==> config.mk <==
export PLATFORM = sky130hd
export DESIGN_NAME = stt_cell
export DESIGN_NICKNAME = d
export VERILOG_FILES = /design/src/sv/stt_pkg.sv /design/src/sv/stt_cell.sv
export SDC_FILE = /design/constraint.sdc
export NUM_CORES = 1
export LEC_CHECK = 0
export BUFFER_PORTS_ARGS = -buffer_cell sky130_fd_sc_hd__buf_2
export CORE_UTILIZATION = 48
export CTS_CLUSTER_SIZE = 14
export DETAILED_ROUTE_END_ITERATION = 7
export PLACE_DENSITY = 0.85
export SYNTH_ARGS = -nofsm -noshare
export SYNTH_HDL_FRONTEND = slang
export SYNTH_SLANG_ARGS = --single-unit
==> constraint.sdc <==
create_clock -name clk -period 1.4 [get_ports clk]
set_input_delay 0.35 -clock clk [delete_from_list [all_inputs] [get_ports clk]]
set_output_delay 0.35 -clock clk [all_outputs]
set_load 0.005 [all_outputs]
==> src/sv/stt_pkg.sv <==
`timescale 1ns / 1ps
`default_nettype none
// ----------------------------------------------------------------------------
// stt_pkg: shared types and codes of the software timer table
// Request and result items, request and status codes, and the cell records.
// ----------------------------------------------------------------------------
package stt_pkg;

	localparam logic [3:0] REQ_START_EV    = 4'd0;
	localparam logic [3:0] REQ_START_RL_EV = 4'd1;
	localparam logic [3:0] REQ_START_CB    = 4'd2;
	localparam logic [3:0] REQ_START_RL_CB = 4'd3;
	localparam logic [3:0] REQ_STOP_EV     = 4'd4;
	localparam logic [3:0] REQ_STOP_CB     = 4'd5;
	localparam logic [3:0] REQ_READ        = 4'd6;
	localparam logic [3:0] REQ_TICK        = 4'd7;
	localparam logic [3:0] REQ_COUNT       = 4'd8;
	localparam logic [3:0] REQ_NEXT        = 4'd9;

	localparam logic [1:0] KIND_ANSWER  = 2'd0;
	localparam logic [1:0] KIND_EVENT   = 2'd1;
	localparam logic [1:0] KIND_CB      = 2'd2;
	localparam logic [1:0] KIND_NO_FIRE = 2'd3;

	localparam logic [1:0] ST_OK       = 2'd0;
	localparam logic [1:0] ST_NO_FREE  = 2'd1;
	localparam logic [1:0] ST_NOT_FND  = 2'd2;
	localparam logic [1:0] ST_ZERO_KEY = 2'd3;

	typedef struct packed {
		logic [3:0]  req_type;
		logic [7:0]  task_id;
		logic [15:0] event_bits;
		logic [15:0] callback_id;
		logic [30:0] timeout_ms;
		logic [30:0] elapsed_ms;
	} req_t;

	typedef struct packed {
		logic [1:0]  result_kind;
		logic [1:0]  status;
		logic [7:0]  fired_task;
		logic [15:0] fired_event;
		logic [15:0] fired_callback;
		logic [31:0] value;
		logic [31:0] system_clock;
		logic        last;
	} res_t;

	// One timer entry.
	typedef struct packed {
		logic        live;
		logic        is_cb;
		logic [7:0]  task_id;
		logic [15:0] tag;
		logic [31:0] remaining;
		logic [30:0] reload;
	} entry_t;

	// Operation that the head unit applies as the entry passes by.
	typedef struct packed {
		logic        active;
		logic [3:0]  req_type;
		logic [7:0]  task_id;
		logic [15:0] tag;
		logic        is_cb;
		logic [30:0] timeout_ms;
		logic [30:0] elapsed_ms;
	} op_t;

	// Report of one entry's visit to the head unit, sent back to the controller.
	typedef struct packed {
		logic        matched;
		logic        was_free;
		logic        fired;
		logic        is_cb;
		logic [7:0]  task_id;
		logic [15:0] tag;
		logic [31:0] remaining;
	} visit_t;

endpackage
`default_nettype wire

==> src/sv/stt_cell.sv <==
`timescale 1ns / 1ps
`default_nettype none
// ----------------------------------------------------------------------------
// stt_cell: one slot of the timer ring
// Holds one entry and passes it to the next cell each rotate cycle; the head
// unit applies the current operation to the entry leaving the last cell.
// ----------------------------------------------------------------------------
module stt_cell import stt_pkg::*; (
	input  wire logic   clk,
	input  wire logic   arst_n,
	input  wire logic   shift,
	input  wire entry_t prev,
	output entry_t      cur
);

	entry_t ent_q;

	always_ff @(posedge clk or negedge arst_n) begin
		if (!arst_n) begin
			ent_q <= '0;
		end else if (shift) begin
			ent_q <= prev;
		end
	end

	assign cur = ent_q;

endmodule
`default_nettype wire

==> report_table.html <==
<table>
<tr><th>Metric</th><th>Value</th></tr>
<tr><th colspan="2">Global routing</th></tr>
<tr><td>Most utilized layer in the global route result</td><td>met2</td></tr>
<tr><td>Met1 global-route usage</td><td>a little under a quarter</td></tr>
<tr><td>GRT overflow</td><td>0</td></tr>
<tr><td>Initial antenna violation count</td><td>0</td></tr>
<tr><td>Wire length of the first global-routing pass</td><td>between 10 and 15 mm</td></tr>
<tr><td>M2 GR Usage</td><td>~33%</td></tr>
<tr><td>Largest net degree at the start of global routing</td><td>44</td></tr>
<tr><td>GR Util met3</td><td>under 10%</td></tr>
<tr><td>Overall fraction of global-route tracks in use</td><td>19.30%</td></tr>
<tr><td>Via count of the first global-routing pass</td><td>between 2k and 2.5k</td></tr>
<tr><th colspan="2">Logic synthesis</th></tr>
<tr><td>Fraction of post-synthesis cell area in the top cell type by area</td><td>66.77%</td></tr>
<tr><td>Sequential-to-total area share from yosys stat</td><td>between 60% and 70%</td></tr>
<tr><td>Avg Synthesized Cell Area</td><td>around 18 sq um</td></tr>
<tr><td>Yosys warning total</td><td>0</td></tr>
<tr><td>Mapped Nets</td><td>280</td></tr>
<tr><td>Most frequent cell after synthesis</td><td>sky130_fd_sc_hd__dfrtp_1</td></tr>
<tr><td>Gate count of the mapped netlist</td><td>188</td></tr>
<tr><td>Count of unique library cells instantiated by Yosys</td><td>5</td></tr>
<tr><td>Flip-flop and latch count after synthesis</td><td>around 90</td></tr>
<tr><td>Area of the mapped netlist</td><td>3336 sq um</td></tr>
<tr><td>Top_reg_cell synth</td><td>sky130_fd_sc_hd__dfrtp_1</td></tr>
<tr><td>Proportion of register bits with asynchronous set or reset after synthesis</td><td>100.0%</td></tr>
<tr><td>EDFF count, synth</td><td>0</td></tr>
<tr><td>Synth top area cells</td><td>sky130_fd_sc_hd__dfrtp_1, sky130_fd_sc_hd__mux2_2, sky130_fd_sc_hd__mux2_4, sky130_fd_sc_hd__buf_2, sky130_fd_sc_hd__buf_6</td></tr>
<tr><td>Commonest cells in the netlist</td><td>sky130_fd_sc_hd__dfrtp_1, sky130_fd_sc_hd__mux2_2, sky130_fd_sc_hd__mux2_4</td></tr>
<tr><td>Top cell type by total area after synthesis</td><td>sky130_fd_sc_hd__dfrtp_1</td></tr>
<tr><th colspan="2">Job</th></tr>
<tr><td>Number of maximum-capacitance constraint violations</td><td>0</td></tr>
<tr><th colspan="2">Worst setup path</th></tr>
<tr><td>Launching instance or port of the critical path</td><td>cur[26]</td></tr>
<tr><td>Data arrival time of the worst path</td><td>860 ps</td></tr>
<tr><td>Crit Path Max Fanout</td><td>2</td></tr>
<tr><td>Type of the worst setup path</td><td>reg2out</td></tr>
<tr><td>List of cells traversed by the critical path</td><td>buf_2</td></tr>
<tr><td>Longest individual stage delay on the worst path</td><td>390 ps</td></tr>
<tr><td>Kind of start point of the critical path</td><td>register</td></tr>
<tr><td>Worst r2r src</td><td>cur[26]</td></tr>
<tr><td>Crit path buffers/inverters</td><td>1</td></tr>
<tr><td>Critical Path RT</td><td>around 1100 ps</td></tr>
<tr><td>Worst setup EP type</td><td>primary output</td></tr>
<tr><td>Family with the most delay on the worst path</td><td>flip-flops</td></tr>
<tr><td>Critical path's slowest cell</td><td>sky130_fd_sc_hd__dfrtp_1</td></tr>
<tr><th colspan="2">Cells and area</th></tr>
<tr><td>N_diodes</td><td>0</td></tr>
<tr><td>Area of the multi-input gates</td><td>just over 1000 sq um</td></tr>
<tr><td>Layout net count</td><td>466</td></tr>
<tr><td>Register Area</td><td>about 2200 sq um</td></tr>
<tr><td>Syn-to-layout area delta</td><td>36.72%</td></tr>
<tr><td>Flip-flop count of the largest register, all copies and words added</td><td>89</td></tr>
<tr><td>Share of post-route cells with drive strength above 1</td><td>roughly three quarters</td></tr>
<tr><td>Number of filler instances in the final layout</td><td>just over 500</td></tr>
<tr><th colspan="2">Timing</th></tr>
<tr><td>Tcrit/Tclk final</td><td>between 80 and 90%</td></tr>
<tr><td>Slew at the pin closest to its max-slew limit</td><td>~320 ps</td></tr>
<tr><td>Max Transition Viols Final</td><td>0</td></tr>
<tr><td>Final number of hold-violating endpoints</td><td>0</td></tr>
<tr><td>Shortest period the worst path allows</td><td>1211 ps</td></tr>
<tr><td>Relative slew slack</td><td>~79%</td></tr>
<tr><td>Unrepaired setup endpoints after global routing</td><td>false</td></tr>
<tr><td>Finish-stage setup viols</td><td>0</td></tr>
<tr><td>Setup Total Neg Slack</td><td>0 ps</td></tr>
<tr><td>Final worst setup slack</td><td>around 190 ps</td></tr>
<tr><td>Maximum clock skew at final layout</td><td>0 ps</td></tr>
<tr><td>FMAX</td><td>~0.83 GHz</td></tr>
<tr><th colspan="2">Routing</th></tr>
<tr><td>Number of nets with antenna violations after routing</td><td>0</td></tr>
<tr><td>DRC violations left</td><td>0</td></tr>
<tr><td>Iteration count of the initial detailed-routing pass</td><td>3</td></tr>
<tr><td>DR iter-0 viols</td><td>41</td></tr>
<tr><td>Detailed-route vias per instance</td><td>4.853</td></tr>
<tr><td>Routed wire length</td><td>6.700 mm</td></tr>
<tr><td>Average routed wire per standard cell</td><td>about 15 um</td></tr>
<tr><td>Vias after detailed routing</td><td>2218</td></tr>
<tr><th colspan="2">Die</th></tr>
<tr><td>Die W</td><td>roughly 85 um</td></tr>
<tr><td>Rows</td><td>30</td></tr>
<tr><td>Starting utilization of the core area</td><td>between 40% and 50%</td></tr>
<tr><td>Core Footprint</td><td>6756 sq um</td></tr>
<tr><td>Die height</td><td>approximately 85 um</td></tr>
<tr><td>Total die area</td><td>7286 sq um</td></tr>
<tr><td>Top-level I/O count</td><td>181</td></tr>
<tr><th colspan="2">Placement</th></tr>
<tr><td>Port-buffer cells</td><td>180</td></tr>
<tr><td>Post-detail-place hpwl</td><td>between 4 and 5 mm</td></tr>
<tr><td>Worst slack, placed</td><td>99.29 ps</td></tr>
<tr><td>Global placer's final weighted congestion</td><td>0.6990</td></tr>
<tr><th colspan="2">Min path</th></tr>
<tr><td>Worst min-delay path class</td><td>in2reg</td></tr>
<tr><td>Start point of the worst min-delay path</td><td>prev[18]</td></tr>
<tr><th colspan="2">Pwr</th></tr>
<tr><td>Peak supply drop</td><td>between 0.7 and 0.8 mV</td></tr>
<tr><td>Power density of the placed cells</td><td>between 1000 and 1500 nW/um^2</td></tr>
<tr><td>Static power due to leakage</td><td>between 2 and 2.5 nW</td></tr>
<tr><td>Total power</td><td>5.592 mW</td></tr>
<tr><th colspan="2">Outcome</th></tr>
<tr><td>Outcome</td><td>finished clean</td></tr>
<tr><th colspan="2">CTS</th></tr>
<tr><td>Post-cts gate resize count</td><td>0</td></tr>
<tr><td>Root buffer cell</td><td>sky130_fd_sc_hd__clkbuf_8</td></tr>
<tr><td>Total clock sinks</td><td>just under 90</td></tr>
<tr><td>Num CTS Buffers</td><td>9</td></tr>
<tr><td>Hold buffer count at CTS</td><td>1</td></tr>
<tr><td>Bufs on Longest Clock Path</td><td>2</td></tr>
<tr><td>Clock network latency to the later pin of the worst-skew pair</td><td>approximately 340 ps</td></tr>
<tr><td>Worst-path clk slew</td><td>approximately 80 ps</td></tr>
<tr><td>Buffers inserted during post-CTS setup optimization</td><td>0</td></tr>
<tr><td>TritonCTS clock tree</td><td>yes</td></tr>
<tr><td>Maximum level of the CTS H-tree</td><td>3</td></tr>
</table>
==> worst paths after layout <==
kind | end | slack (ps) | depth (start not counted)
max in group asynchronous | cur[31] | 460 | 3
worst min register to register | cur[76] | 500 | 1
worst max register to register | cur[26] | 630 | 1
min in group asynchronous | cur[84] | 460 | 2
worst min-delay path | cur[18] | 230 | 2
worst max-delay path | cur[26] | 190 | 1
==> report_power, final <==
part / internal, mW / leakage, nW / switching (mW)
registers: 2.83 / 1.04 / 0.120
logic: 0.522 / 1.15 / 0.329
clock network: 0.981 / 0.102 / 0.814
==> placed cells by master (no fill, tap or decap), drive strengths merged <==
cell type	count
buf	184
bufinv	2
clkbuf	10
clkinv	2
dfrtp	89
dlygate4sd3	1
mux2	89
==> layout make-up <==
class,count,area share [%]
multi-input combinational,89,22.80
clock inverter,4,1.536
timing repair buffer,185,21.84
clock buffer,10,2.798
tap,80,2.195
sequential,89,48.83
==> per-stage QoR <==
stage               hold slack [ps]  cell area [sq um]  instances  utilization [%]
CTS                           218.8               4561        457            67.50
detailed placement            266.7               4353        442            64.43
floorplan                     54.41               3336        188                -
finish                        231.1               4561        457            67.50
global route                  220.0               4561        457            67.50
global placement              262.2               4353        442            64.43
==> cell families (layout without fill, tap and decap cells) <==
group	count (synthesis)	in the layout	synth area share (%)
buffers and inverters	10	199	2.063
flip-flops	89	89	66.77
multiplexers	89	89	31.17
==> layer usage <==
metal,wire length (um),vias to the layer above
li1,-,1025
met1,2727,1077
met2,3340,104
met3,524,12
met4,108,0
met5,0,-
(Power assumes the default switching activity.)
