File: src/sv/stt_pkg.sv
`timescale 1ns / 1ps
`default_nettype none
// ----------------------------------------------------------------------------
// stt_pkg: shared types and codes of the software timer table
// Request and result items, request and status codes, and the cell records.
// ----------------------------------------------------------------------------
package stt_pkg;

	localparam logic [3:0] REQ_START_EV    = 4'd0;
	localparam logic [3:0] REQ_START_RL_EV = 4'd1;
	localparam logic [3:0] REQ_START_CB    = 4'd2;
	localparam logic [3:0] REQ_START_RL_CB = 4'd3;
	localparam logic [3:0] REQ_STOP_EV     = 4'd4;
	localparam logic [3:0] REQ_STOP_CB     = 4'd5;
	localparam logic [3:0] REQ_READ        = 4'd6;
	localparam logic [3:0] REQ_TICK        = 4'd7;
	localparam logic [3:0] REQ_COUNT       = 4'd8;
	localparam logic [3:0] REQ_NEXT        = 4'd9;

	localparam logic [1:0] KIND_ANSWER  = 2'd0;
	localparam logic [1:0] KIND_EVENT   = 2'd1;
	localparam logic [1:0] KIND_CB      = 2'd2;
	localparam logic [1:0] KIND_NO_FIRE = 2'd3;

	localparam logic [1:0] ST_OK       = 2'd0;
	localparam logic [1:0] ST_NO_FREE  = 2'd1;
	localparam logic [1:0] ST_NOT_FND  = 2'd2;
	localparam logic [1:0] ST_ZERO_KEY = 2'd3;

	typedef struct packed {
		logic [3:0]  req_type;
		logic [7:0]  task_id;
		logic [15:0] event_bits;
		logic [15:0] callback_id;
		logic [30:0] timeout_ms;
		logic [30:0] elapsed_ms;
	} req_t;

	typedef struct packed {
		logic [1:0]  result_kind;
		logic [1:0]  status;
		logic [7:0]  fired_task;
		logic [15:0] fired_event;
		logic [15:0] fired_callback;
		logic [31:0] value;
		logic [31:0] system_clock;
		logic        last;
	} res_t;

	// One timer entry.
	typedef struct packed {
		logic        live;
		logic        is_cb;
		logic [7:0]  task_id;
		logic [15:0] tag;
		logic [31:0] remaining;
		logic [30:0] reload;
	} entry_t;

	// Operation that the head unit applies as the entry passes by.
	typedef struct packed {
		logic        active;
		logic [3:0]  req_type;
		logic [7:0]  task_id;
		logic [15:0] tag;
		logic        is_cb;
		logic [30:0] timeout_ms;
		logic [30:0] elapsed_ms;
	} op_t;

	// Report of one entry's visit to the head unit, sent back to the controller.
	typedef struct packed {
		logic        matched;
		logic        was_free;
		logic        fired;
		logic        is_cb;
		logic [7:0]  task_id;
		logic [15:0] tag;
		logic [31:0] remaining;
	} visit_t;

endpackage
`default_nettype wire

File: src/sv/stt_head.sv
`timescale 1ns / 1ps
`default_nettype none
// ----------------------------------------------------------------------------
// stt_head: operation unit at the head of the ring
// Looks at the entry leaving the last cell and produces the entry that goes
// into the first cell, together with a report of what it saw.
// ----------------------------------------------------------------------------
module stt_head import stt_pkg::*; (
	input  wire op_t    op,
	input  wire logic   take_free,
	input  wire logic   kill_match,
	input  wire entry_t ent_in,
	output entry_t      ent_out,
	output visit_t      visit
);

	logic match;
	logic fire;
	logic start;

	always_comb begin
		match = ent_in.live && (ent_in.is_cb == op.is_cb) && (ent_in.tag == op.tag)
			&& (op.is_cb || ent_in.task_id == op.task_id);
		fire  = ent_in.live && ({1'b0, op.elapsed_ms} >= ent_in.remaining);
		start = op.req_type == REQ_START_EV || op.req_type == REQ_START_RL_EV
			|| op.req_type == REQ_START_CB || op.req_type == REQ_START_RL_CB;
		ent_out = ent_in;
		visit = '0;
		visit.matched   = match;
		visit.was_free  = !ent_in.live;
		visit.is_cb     = ent_in.is_cb;
		visit.task_id   = ent_in.task_id;
		visit.tag       = ent_in.tag;
		visit.remaining = ent_in.remaining;
		if (op.active) begin
			if (op.req_type == REQ_TICK) begin
				visit.fired = fire;
				if (ent_in.live) begin
					if (!fire) begin
						ent_out.remaining = ent_in.remaining - {1'b0, op.elapsed_ms};
					end else if (ent_in.reload != '0) begin
						ent_out.remaining = {1'b0, ent_in.reload};
					end else begin
						ent_out = '0;
					end
				end
			end else if (start && kill_match) begin
				// Second pass: the matched entry or the chosen free slot.
				ent_out.remaining = {1'b0, op.timeout_ms};
				if (take_free) begin
					ent_out.live    = 1'b1;
					ent_out.is_cb   = op.is_cb;
					ent_out.task_id = op.is_cb ? 8'd0 : op.task_id;
					ent_out.tag     = op.tag;
					ent_out.reload  = '0;
				end
				if (op.req_type == REQ_START_RL_EV || op.req_type == REQ_START_RL_CB) begin
					ent_out.reload = op.timeout_ms;
				end
			end else if (kill_match) begin
				ent_out = '0;
			end
		end
	end

endmodule
`default_nettype wire

File: config.mk
export PLATFORM = sky130hd
export DESIGN_NAME = stt_head
export DESIGN_NICKNAME = d
export VERILOG_FILES = /design/src/sv/stt_pkg.sv /design/src/sv/stt_head.sv
export SDC_FILE = /design/constraint.sdc
export NUM_CORES = 1
export LEC_CHECK = 0
export BUFFER_PORTS_ARGS = -buffer_cell sky130_fd_sc_hd__buf_2
export CAP_MARGIN = 40
export CORE_AREA = 2 2 130 132
export DETAILED_ROUTE_END_ITERATION = 8
export DIE_AREA = 0 0 132 134
export PLACE_DENSITY_LB_ADDON = 0.05
export SYNTH_ARGS = -nofsm -noshare
export SYNTH_HDL_FRONTEND = slang
export SYNTH_SLANG_ARGS = --single-unit
File: constraint.sdc
create_clock -name vclk -period 6.9
set_clock_uncertainty 0.1 [all_clocks]
set_input_delay 0.345 -clock vclk [all_inputs]
set_output_delay 0.345 -clock vclk [all_outputs]
set_load 0.005 [all_outputs]
==> results of run 1 <==
[area by class of cell]
| class | count | area (µm²) |
|---|---|---|
| Fill cell | 1872 | 10500 |
| Multi-Input combinational cell | 518 | 3570 |
| Timing Repair Buffer | 341 | 1760 |
| Tap cell | 220 | 275 |
| Inverter | 46 | 173 |
[layer usage]
| metal | GRT usage (%) | part of all wire [%] | wire, µm | up-vias |
|---|---|---|---|---|
| li1 | - | - | - | 2892 |
| met1 | 31.6 | 44 | 10000 | 2807 |
| met2 | 43.6 | 49 | 11100 | 235 |
| met3 | 2.08 | 5.0 | 1120 | 19 |
| met4 | 3.20 | 1.4 | 325 | 0 |
| met5 | 0 | 0 | 0 | - |
[how the worst min path moves through the flow]
stage,start,end,slack (ps),cells after the start
global placement,ent_in[31],visit[0],800,2
CTS,ent_in[31],visit[0],800,2
finish,ent_in[31],visit[0],800,2
floorplan,ent_in[31],visit[0],670,1
detailed placement,ent_in[31],visit[0],800,2
global route,ent_in[52],visit[21],810,2
[cell families after synthesis]
| group | synth area share [%] |
|---|---|
| mux | 1.39 |
| compound gates | 42.4 |
| xor+xnor | 10.3 |
| buf+inv | 17.6 |
| fa+ha+maj | 9.44 |
| simple gates | 18.9 |
[power by group]
group | total [W] | leakage [nW] | switching [W] | internal [W]
clock | 0 | 0 | 0 | 0
combinational | 0.000474 | 3.09 | 0.000267 | 0.000207
sequential | 0 | 0 | 0 | 0
total | 0.000474 | 3.09 | 0.000267 | 0.000207
[critical path, stage by stage]
cell	delay (ps)
buf_2	130
ha_1	420
nand4_1	170
or4_4	540
nor3_1	180
and3b_1	210
a21oi_1	80
nor2_4	280
buf_4	410
nand4_1	140
a21o_2	400
a22o_1	310
buf_2	120
[placed cells by master, fill, tap and decap left out, types with 11 or more instances in the layout]
cell      instances
buf_2           332
a21oi_1          71
nor2_1           53
a22o_1           50
inv_1            46
nand2_1          42
o21ai_0          37
xor2_1           35
ha_1             31
xnor2_1          16
nor4_1           14
nand3_1          13
a221oi_1         12
a21o_1           11
[stage by stage]
| stage | instances | hold WS (ps) | setup slack [ps] | power (W) | cell area, µm² |
|---|---|---|---|---|---|
| floorplan | 659 | 671 | 3670 | 0.000285 | 4320 |
| global placement | 1122 | 796 | 2720 | 0.000475 | 5730 |
| detailed placement | 1125 | 798 | 2670 | 0.000472 | 5780 |
| CTS | 1125 | 798 | 2670 | 0.000475 | 5780 |
| global route | 1125 | 808 | 2430 | 0.000522 | 5780 |
| finish | 1125 | 797 | 2690 | 0.000474 | 5780 |
==> impl_metrics.py, run 1 <==
metrics = {
    "status": {
        "status": "completed",
    },
    "timing": {
        "setup_viol": 0,
        "rsz0062_at_grt": "no",
        "slew_violations": 0,
        "timing.final.crit_share_pct": 61.0,
        "setup_tns_ps": 0,
        "period_minus_slack_ps": 4210,
        "hold_viol_final": 0,
        "worst_pin_slew_ps": 909,
        "fmax_ghz": 0.238,
        "max-slew-margin-rel_pct": 39.4,
    },
    "yosys": {
        "yosysWarnings": 0,
        "ys_seq_area_share_pct": 0,
        "synth_top_cells_by_count": "a21oi_1 (71), buf_4 (58), nor2_1 (53)",
        "synth_fp_nets": 874,
        "yosysMostFrequentCell": "a21oi_1",
        "synthCells": 659,
        "ys_types": 66,
        "synth.top_cell.area_share_pct": 10.1,
        "yosys.area.top_type": "a22o_1",
        "synthTopCellsByArea": "a22o_1 (10%), buf_4 (10%), ha_1 (9.0%), a21oi_1 (8.2%), xor2_1 (7.1%)",
        "synth_area_mm2": 0.00432,
        "synth_area_per_cell_um2": 6.56,
    },
    "die": {
        "fp.dieH_um": 134,
        "std_cell_rows": 47,
        "design.core.area_mm2": 0.0163,
        "die_w_um": 132,
        "dieArea_mm2": 0.0177,
        "pin_count": 332,
        "initial_utilization_pct": 26.5,
    },
    "detailed_routing": {
        "wirelength_um": 22600,
        "avgRoutedWirePerCell_um": 20.1,
        "drc": 0,
        "vias": 5953,
        "ant_nets": 0,
        "drt-vias-per-instance": 5.29,
        "drtPass1Iterations": 5,
        "drtIter0Drc": 421,
    },
    "power": {
        "irDropWorstVdd_uv": 25.4,
        "leakagePower_nw": 3.09,
        "power_density_mw_per_mm2": 82.1,
    },
    "setup_path": {
        "worstSetupPathType": "in -> out",
        "setup.worst_path.end": "ent_out[79]",
        "required_ps": 6450,
        "crit_arrival_ps": 3760,
        "endpoint_kind": "output pin",
        "crit_fanout": 33,
        "critPathLaunchType": "input port",
        "critPathLaunch": "ent_in[59]",
    },
    "final_layout": {
        "drive_above_1_share_pct": 39.3,
        "fin_nets": 1122,
        "regArea_um2": 0,
        "diodes": 0,
        "final_util_pct": 35.5,
        "nClkBuffers": 0,
        "areaGrowthSynthToFinish_pct": 33.6,
        "seq_cell_count": 0,
    },
    "global_routing": {
        "grt_pass1_vias": 5875,
        "grt_pass1_wl_um": 33900,
        "grtUsageTotal_pct": 24.0,
        "grt_max_degree": 34,
        "grt_overflow": 0,
        "antenna_found_initial": 0,
    },
    "hold_path": {
        "hold_class": "in -> out",
    },
    "cts": {
        "postCtsSetupRepairBufs": 0,
        "postCtsHoldBufs": 0,
        "post_cts_resize_count": 0,
    },
    "place": {
        "gp_congestion": 0.886,
        "port_buffers": 332,
        "dp_hpwl_um": 18800,
    },
    "flow_run": {
        "drv_cap": 0,
    },
}
Note: power is estimated with default switching activity, not from simulation.
==> run 2: changes to the inputs <==
Settings changed: CORE_AREA 2 2 130 132 to 2 2 131 133, DIE_AREA 0 0 132 134 to 0 0 133 135.
Clock period 6.9 ns to 4.1 ns, I/O delays scaled along.
==> run 2 against run 1 <==
Effect of this change: combinational power is 68% higher; first-iteration DRC count fell by 22%; final cell count up 0.36%; non-clock buffer count grew 4; sequential share of layout area unchanged; setup slack got worse by 2200 ps; sequential cell count is the same; critical path depth down 2; total power is 68% higher; core utilization is 0.24 points lower; routed wire length is 1.7% lower; design area is essentially flat.
==> impl_metrics.py, run 2 (same netlist as run 1, synthesis figures left out) <==
metrics = {
    "status": {
        "status": "completed",
    },
    "timing": {
        "worst_pin_slew_ps": 833,
        "period_minus_slack_ps": 3630,
        "setup_tns_ps": 0,
        "max-slew-margin-rel_pct": 44.3,
        "rsz0062_at_grt": "no",
        "slew_violations": 0,
        "setup_viol": 0,
        "fin_ws_ps": 473,
        "hold_viol_final": 0,
        "timing.final.crit_share_pct": 88.5,
        "fmax_ghz": 0.276,
    },
    "place": {
        "placed_cells": 1129,
        "placed_area_mm2": 0.00578,
        "dp_hpwl_um": 18800,
        "pre_cts_slack_ps": 518,
        "port_buffers": 332,
        "gp_congestion": 0.920,
    },
    "flow_run": {
        "drv_cap": 0,
    },
    "detailed_routing": {
        "avgRoutedWirePerCell_um": 19.7,
        "vias": 5864,
        "wirelength_um": 22200,
        "drt-vias-per-instance": 5.19,
        "drtIter0Drc": 327,
        "drc": 0,
        "drtPass1Iterations": 4,
        "ant_nets": 0,
    },
    "final_layout": {
        "fin_nets": 1126,
        "nClkBuffers": 0,
        "final_cells": 1129,
        "drive_above_1_share_pct": 39.6,
        "seq_cell_count": 0,
        "fin_area_mm2": 0.00578,
        "diodes": 0,
        "layout_commonest_cell": "buf_2",
        "final_cell_mix": "buf_2 (332), a21oi_1 (71), nor2_1 (53)",
        "areaGrowthSynthToFinish_pct": 33.7,
        "regArea_um2": 0,
        "final_util_pct": 35.2,
    },
    "power": {
        "irDropWorstVdd_uv": 51.7,
        "leakagePower_nw": 3.10,
        "power_density_mw_per_mm2": 138,
    },
    "die": {
        "initial_utilization_pct": 26.3,
        "die_w_um": 133,
        "dieArea_mm2": 0.0180,
        "design.core.area_mm2": 0.0164,
        "std_cell_rows": 47,
        "pin_count": 332,
        "fp.dieH_um": 135,
    },
    "global_routing": {
        "grt_pass1_wl_um": 33600,
        "grtUsageTotal_pct": 23.4,
        "grt_overflow": 0,
        "antenna_found_initial": 0,
        "grt_max_degree": 27,
        "grt_pass1_vias": 5919,
    },
    "setup_path": {
        "cp_cell_sequence": "buf_2 -> ha_1 -> and3_4 -> nand2_2 -> or3_1 -> a211o_1 -> a311oi_2 -> or2_1 -> mux2i_1 -> a221oi_1 -> buf_2",
        "max_stage_delay_ps": 430,
        "critPathLaunchType": "input port",
        "setup.worst_path.end": "ent_out[36]",
        "crit_top_cell": "buf_2",
        "required_ps": 3800,
        "worstSetupPathType": "in -> out",
        "crit_arrival_ps": 3320,
        "endpoint_kind": "output pin",
        "cp_slowest_cell": "or2_1",
        "critPathLaunch": "ent_in[49]",
        "crit_fanout": 7,
    },
    "cts": {
        "postCtsHoldBufs": 0,
        "postCtsSetupRepairBufs": 0,
        "post_cts_resize_count": 0,
    },
    "hold_path": {
        "hold_class": "in -> out",
    },
}
run 2: report_power, final:
group          switching, W  total [W]  internal [W]
Clock                     0          0             0
Sequential                0          0             0
Combinational      0.000444   0.000795      0.000351
Total              0.000444   0.000795      0.000351
run 2: worst min-delay path by stage:
stage / to / slack (ps) / cells past startpoint / from
finish: visit[0] / 510 / 2 / ent_in[31]
detailed placement: visit[0] / 510 / 2 / ent_in[31]
global route: visit[4] / 530 / 2 / ent_in[35]
floorplan: visit[0] / 390 / 1 / ent_in[31]
global placement: visit[0] / 510 / 2 / ent_in[31]
CTS: visit[0] / 510 / 2 / ent_in[31]
run 2: area by class of cell:
cell class	instances	area [µm²]
multi-input cells	518	3570
repair buffers	345	1760
well taps	220	275
inverters	46	173
fillers	1905	10600
run 2: routing by layer:
layer / up-vias / track usage, % / wire length [µm]
li1: 2913 / - / -
met1: 2706 / 30.1 / 9680
met2: 233 / 43.4 / 11000
met3: 12 / 2.48 / 1280
met4: 0 / 2.33 / 228
met5: - / 0 / 0
run 2: metrics by stage:
step                      total power (W)  hold WS [ps]
final                            0.000795           510
after detailed placement         0.000794           514
after CTS                        0.000799           513
after global routing             0.000881           528
after global placement           0.000803           513
after floorplan                  0.000479           391
run 2: worst max-delay path: cells and delay by family:
kind | cells | cell delay, ps
and+or+nand+nor | 4 | 1140
adders and majority gates | 1 | 410
AOI/OAI and AO/OA | 3 | 1080
buffers and inverters | 2 | 290
muxes | 1 | 200
==> run 3: changes to the inputs <==
Settings changed: ABC_AREA set to 1, CORE_AREA 2 2 131 133 to 2 2 128 130, DIE_AREA 0 0 133 135 to 0 0 130 132, GPL_ROUTABILITY_DRIVEN set to 0.
==> run 3 against run 2 <==
Effect of this change: sequential cell count unchanged; area after synthesis up 72%; clock-buffer cell count unchanged; total power increased by 39%; non-clock buffer count increased by 1; die area fell by 4.4%; maximum frequency increased by 17%; routed wire length increased by 41%; global-route usage rose by 11 points; combinational power is 40% higher; sequential share of layout area unchanged; critical path type unchanged; largest power group unchanged; highest routed layer unchanged.
==> impl_metrics.py, run 3 <==
metrics = {
    "final_layout": {
        "final_cell_mix": "nand2_1 (441), buf_2 (332), inv_1 (253)",
        "regArea_um2": 0,
        "nClkBuffers": 0,
        "seq_cell_count": 0,
        "final_util_pct": 55.7,
        "areaGrowthSynthToFinish_pct": 17.5,
        "layout_commonest_cell": "nand2_1",
        "drive_above_1_share_pct": 26.0,
        "fin_nets": 1901,
    },
    "global_routing": {
        "grt_pass1_vias": 9123,
        "antenna_found_initial": 3,
        "grt_pass1_wl_um": 47800,
        "grt_max_degree": 65,
        "grt_overflow": 0,
        "grtUsageTotal_pct": 34.5,
    },
    "place": {
        "dp_hpwl_um": 25300,
        "port_buffers": 332,
    },
    "power": {
        "leakagePower_nw": 5.14,
        "power_density_mw_per_mm2": 126,
        "sw_frac_of_total_pct": 62.8,
        "p_int_w": 0.000411,
        "pwr-share-comb_pct": 100.0,
        "irDropWorstVdd_uv": 55.0,
        "seqPwrFrac_pct": 0,
        "clkPwrFrac_pct": 0,
        "p_sw_w": 0.000694,
    },
    "timing": {
        "timing.final.crit_share_pct": 75.6,
        "setup_viol": 0,
        "worst_pin_slew_ps": 775,
        "slew_violations": 0,
        "setup_tns_ps": 0,
        "rsz0062_at_grt": "no",
        "period_minus_slack_ps": 3100,
        "fmax_ghz": 0.323,
        "max-slew-margin-rel_pct": 48.3,
        "hold_viol_final": 0,
    },
    "yosys": {
        "synth_area_per_cell_um2": 5.08,
        "synth_top_cells_by_count": "nand2_1 (441), inv_1 (254), a21oi_1 (155)",
        "synth.top_cell.area_share_pct": 22.2,
        "synthTopCellsByArea": "nand2_1 (22%), inv_1 (13%), a21oi_1 (10%), nand3_1 (6.5%), buf_4 (5.8%)",
        "yosysWarnings": 0,
        "ys_types": 51,
        "yosysMostFrequentCell": "nand2_1",
        "synth_area_mm2": 0.00745,
        "synth_fp_nets": 1681,
        "ys_seq_area_share_pct": 0,
        "synthCells": 1466,
        "yosys.area.top_type": "nand2_1",
    },
    "detailed_routing": {
        "vias": 10200,
        "ant_nets": 0,
        "drtPass1Iterations": 7,
        "drt-vias-per-instance": 5.36,
        "avgRoutedWirePerCell_um": 16.4,
        "wirelength_um": 31200,
        "drtIter0Drc": 787,
        "drc": 0,
    },
    "flow_run": {
        "drv_cap": 0,
    },
    "setup_path": {
        "endpoint_kind": "output pin",
        "worstSetupPathType": "in -> out",
        "crit_fanout": 35,
        "crit_arrival_ps": 2790,
        "critPathLaunchType": "input port",
        "required_ps": 3800,
    },
    "die": {
        "pin_count": 332,
        "design.core.area_mm2": 0.0157,
        "std_cell_rows": 46,
        "die_w_um": 130,
        "dieArea_mm2": 0.0172,
        "initial_utilization_pct": 47.4,
        "fp.dieH_um": 132,
    },
    "status": {
        "status": "completed",
    },
    "hold_path": {
        "hold_class": "in -> out",
    },
    "cts": {
        "postCtsSetupRepairBufs": 0,
        "postCtsHoldBufs": 0,
        "post_cts_resize_count": 0,
    },
}
run 3: cell count changes in the layout (fill, tap and decap cells not counted), moves of 31 or more:
cell / previous run / this run
nand3_1: 13 / 96
a22o_1: 50 / 0
nand2_1: 42 / 441
inv_1: 46 / 253
o22ai_1: 0 / 48
nor2_1: 53 / 84
nand3_2: 0 / 31
a21oi_1: 71 / 155
run 3: path summary, 6_finish.rpt:
kind                       start  slack (ps)           to  depth (start not counted)
worst min-delay path  ent_in[31]         520     visit[0]                          2
worst max-delay path  ent_in[31]        1000  ent_out[48]                         21
run 3: critical path, cell delays in order:
cell	delay, ps
buf_2	100
inv_1	60
ha_1	200
fa_1	400
inv_1	110
nand2_1	50
nand2_1	80
nand3_2	90
nand2_4	120
nand2_4	60
nand2_4	70
nand2_4	60
nand2_8	120
nand2_8	190
inv_4	270
nand3_1	170
nand2_1	100
nand2_1	50
nand2_1	50
nand2_1	80
buf_2	140
run 3: stage by stage:
| stage | power, W | setup WS [ps] | area [µm²] | hold slack, ps | std cells |
|---|---|---|---|---|---|
| after detailed placement | 0.00109 | 1020 | 8740 | 522 | 1900 |
| after CTS | 0.00109 | 1030 | 8740 | 522 | 1900 |
| after floorplan | 0.000707 | 1780 | 7450 | 391 | 1466 |
| after global routing | 0.00122 | 745 | 8750 | 542 | 1903 |
| after global placement | 0.00108 | 1050 | 8740 | 523 | 1900 |
| final | 0.00111 | 1000 | 8750 | 522 | 1903 |
run 3: layer usage:
| layer | GRT usage [%] | part of all wire [%] | up-vias |
|---|---|---|---|
| met5 | 0 | 0 | - |
| met2 | 56.5 | 46 | 479 |
| met3 | 4.42 | 8.6 | 79 |
| li1 | - | - | 5122 |
| met1 | 45.8 | 41 | 4516 |
| met4 | 13.1 | 4.5 | 0 |
run 3: layout make-up:
cell class	count	area (µm²)
inverter	259	976
fill	1805	6960
multi-input combinational	1079	5730
antenna	3	7.51
tap	216	270
timing repair buffer	346	1770
run 3: power by group through the flow:
stage          sequential, W  combinational, W        clock (W)
6_report                   0           0.00111  0.0000000000979
5_1_grt                    0           0.00122  0.0000000000979
4_1_cts                    0           0.00109                0
3_5_place_dp               0           0.00109                0
3_3_place_gp               0           0.00108                0
2_1_floorplan              0          0.000707                0
run 3: cells by family after synthesis:
group / Yosys count / synth area share (%)
xor+xnor: 19 / 2.23
buf+inv: 387 / 23.3
compound gates: 311 / 25.0
simple gates: 717 / 44.0
fa+ha+maj: 32 / 5.48
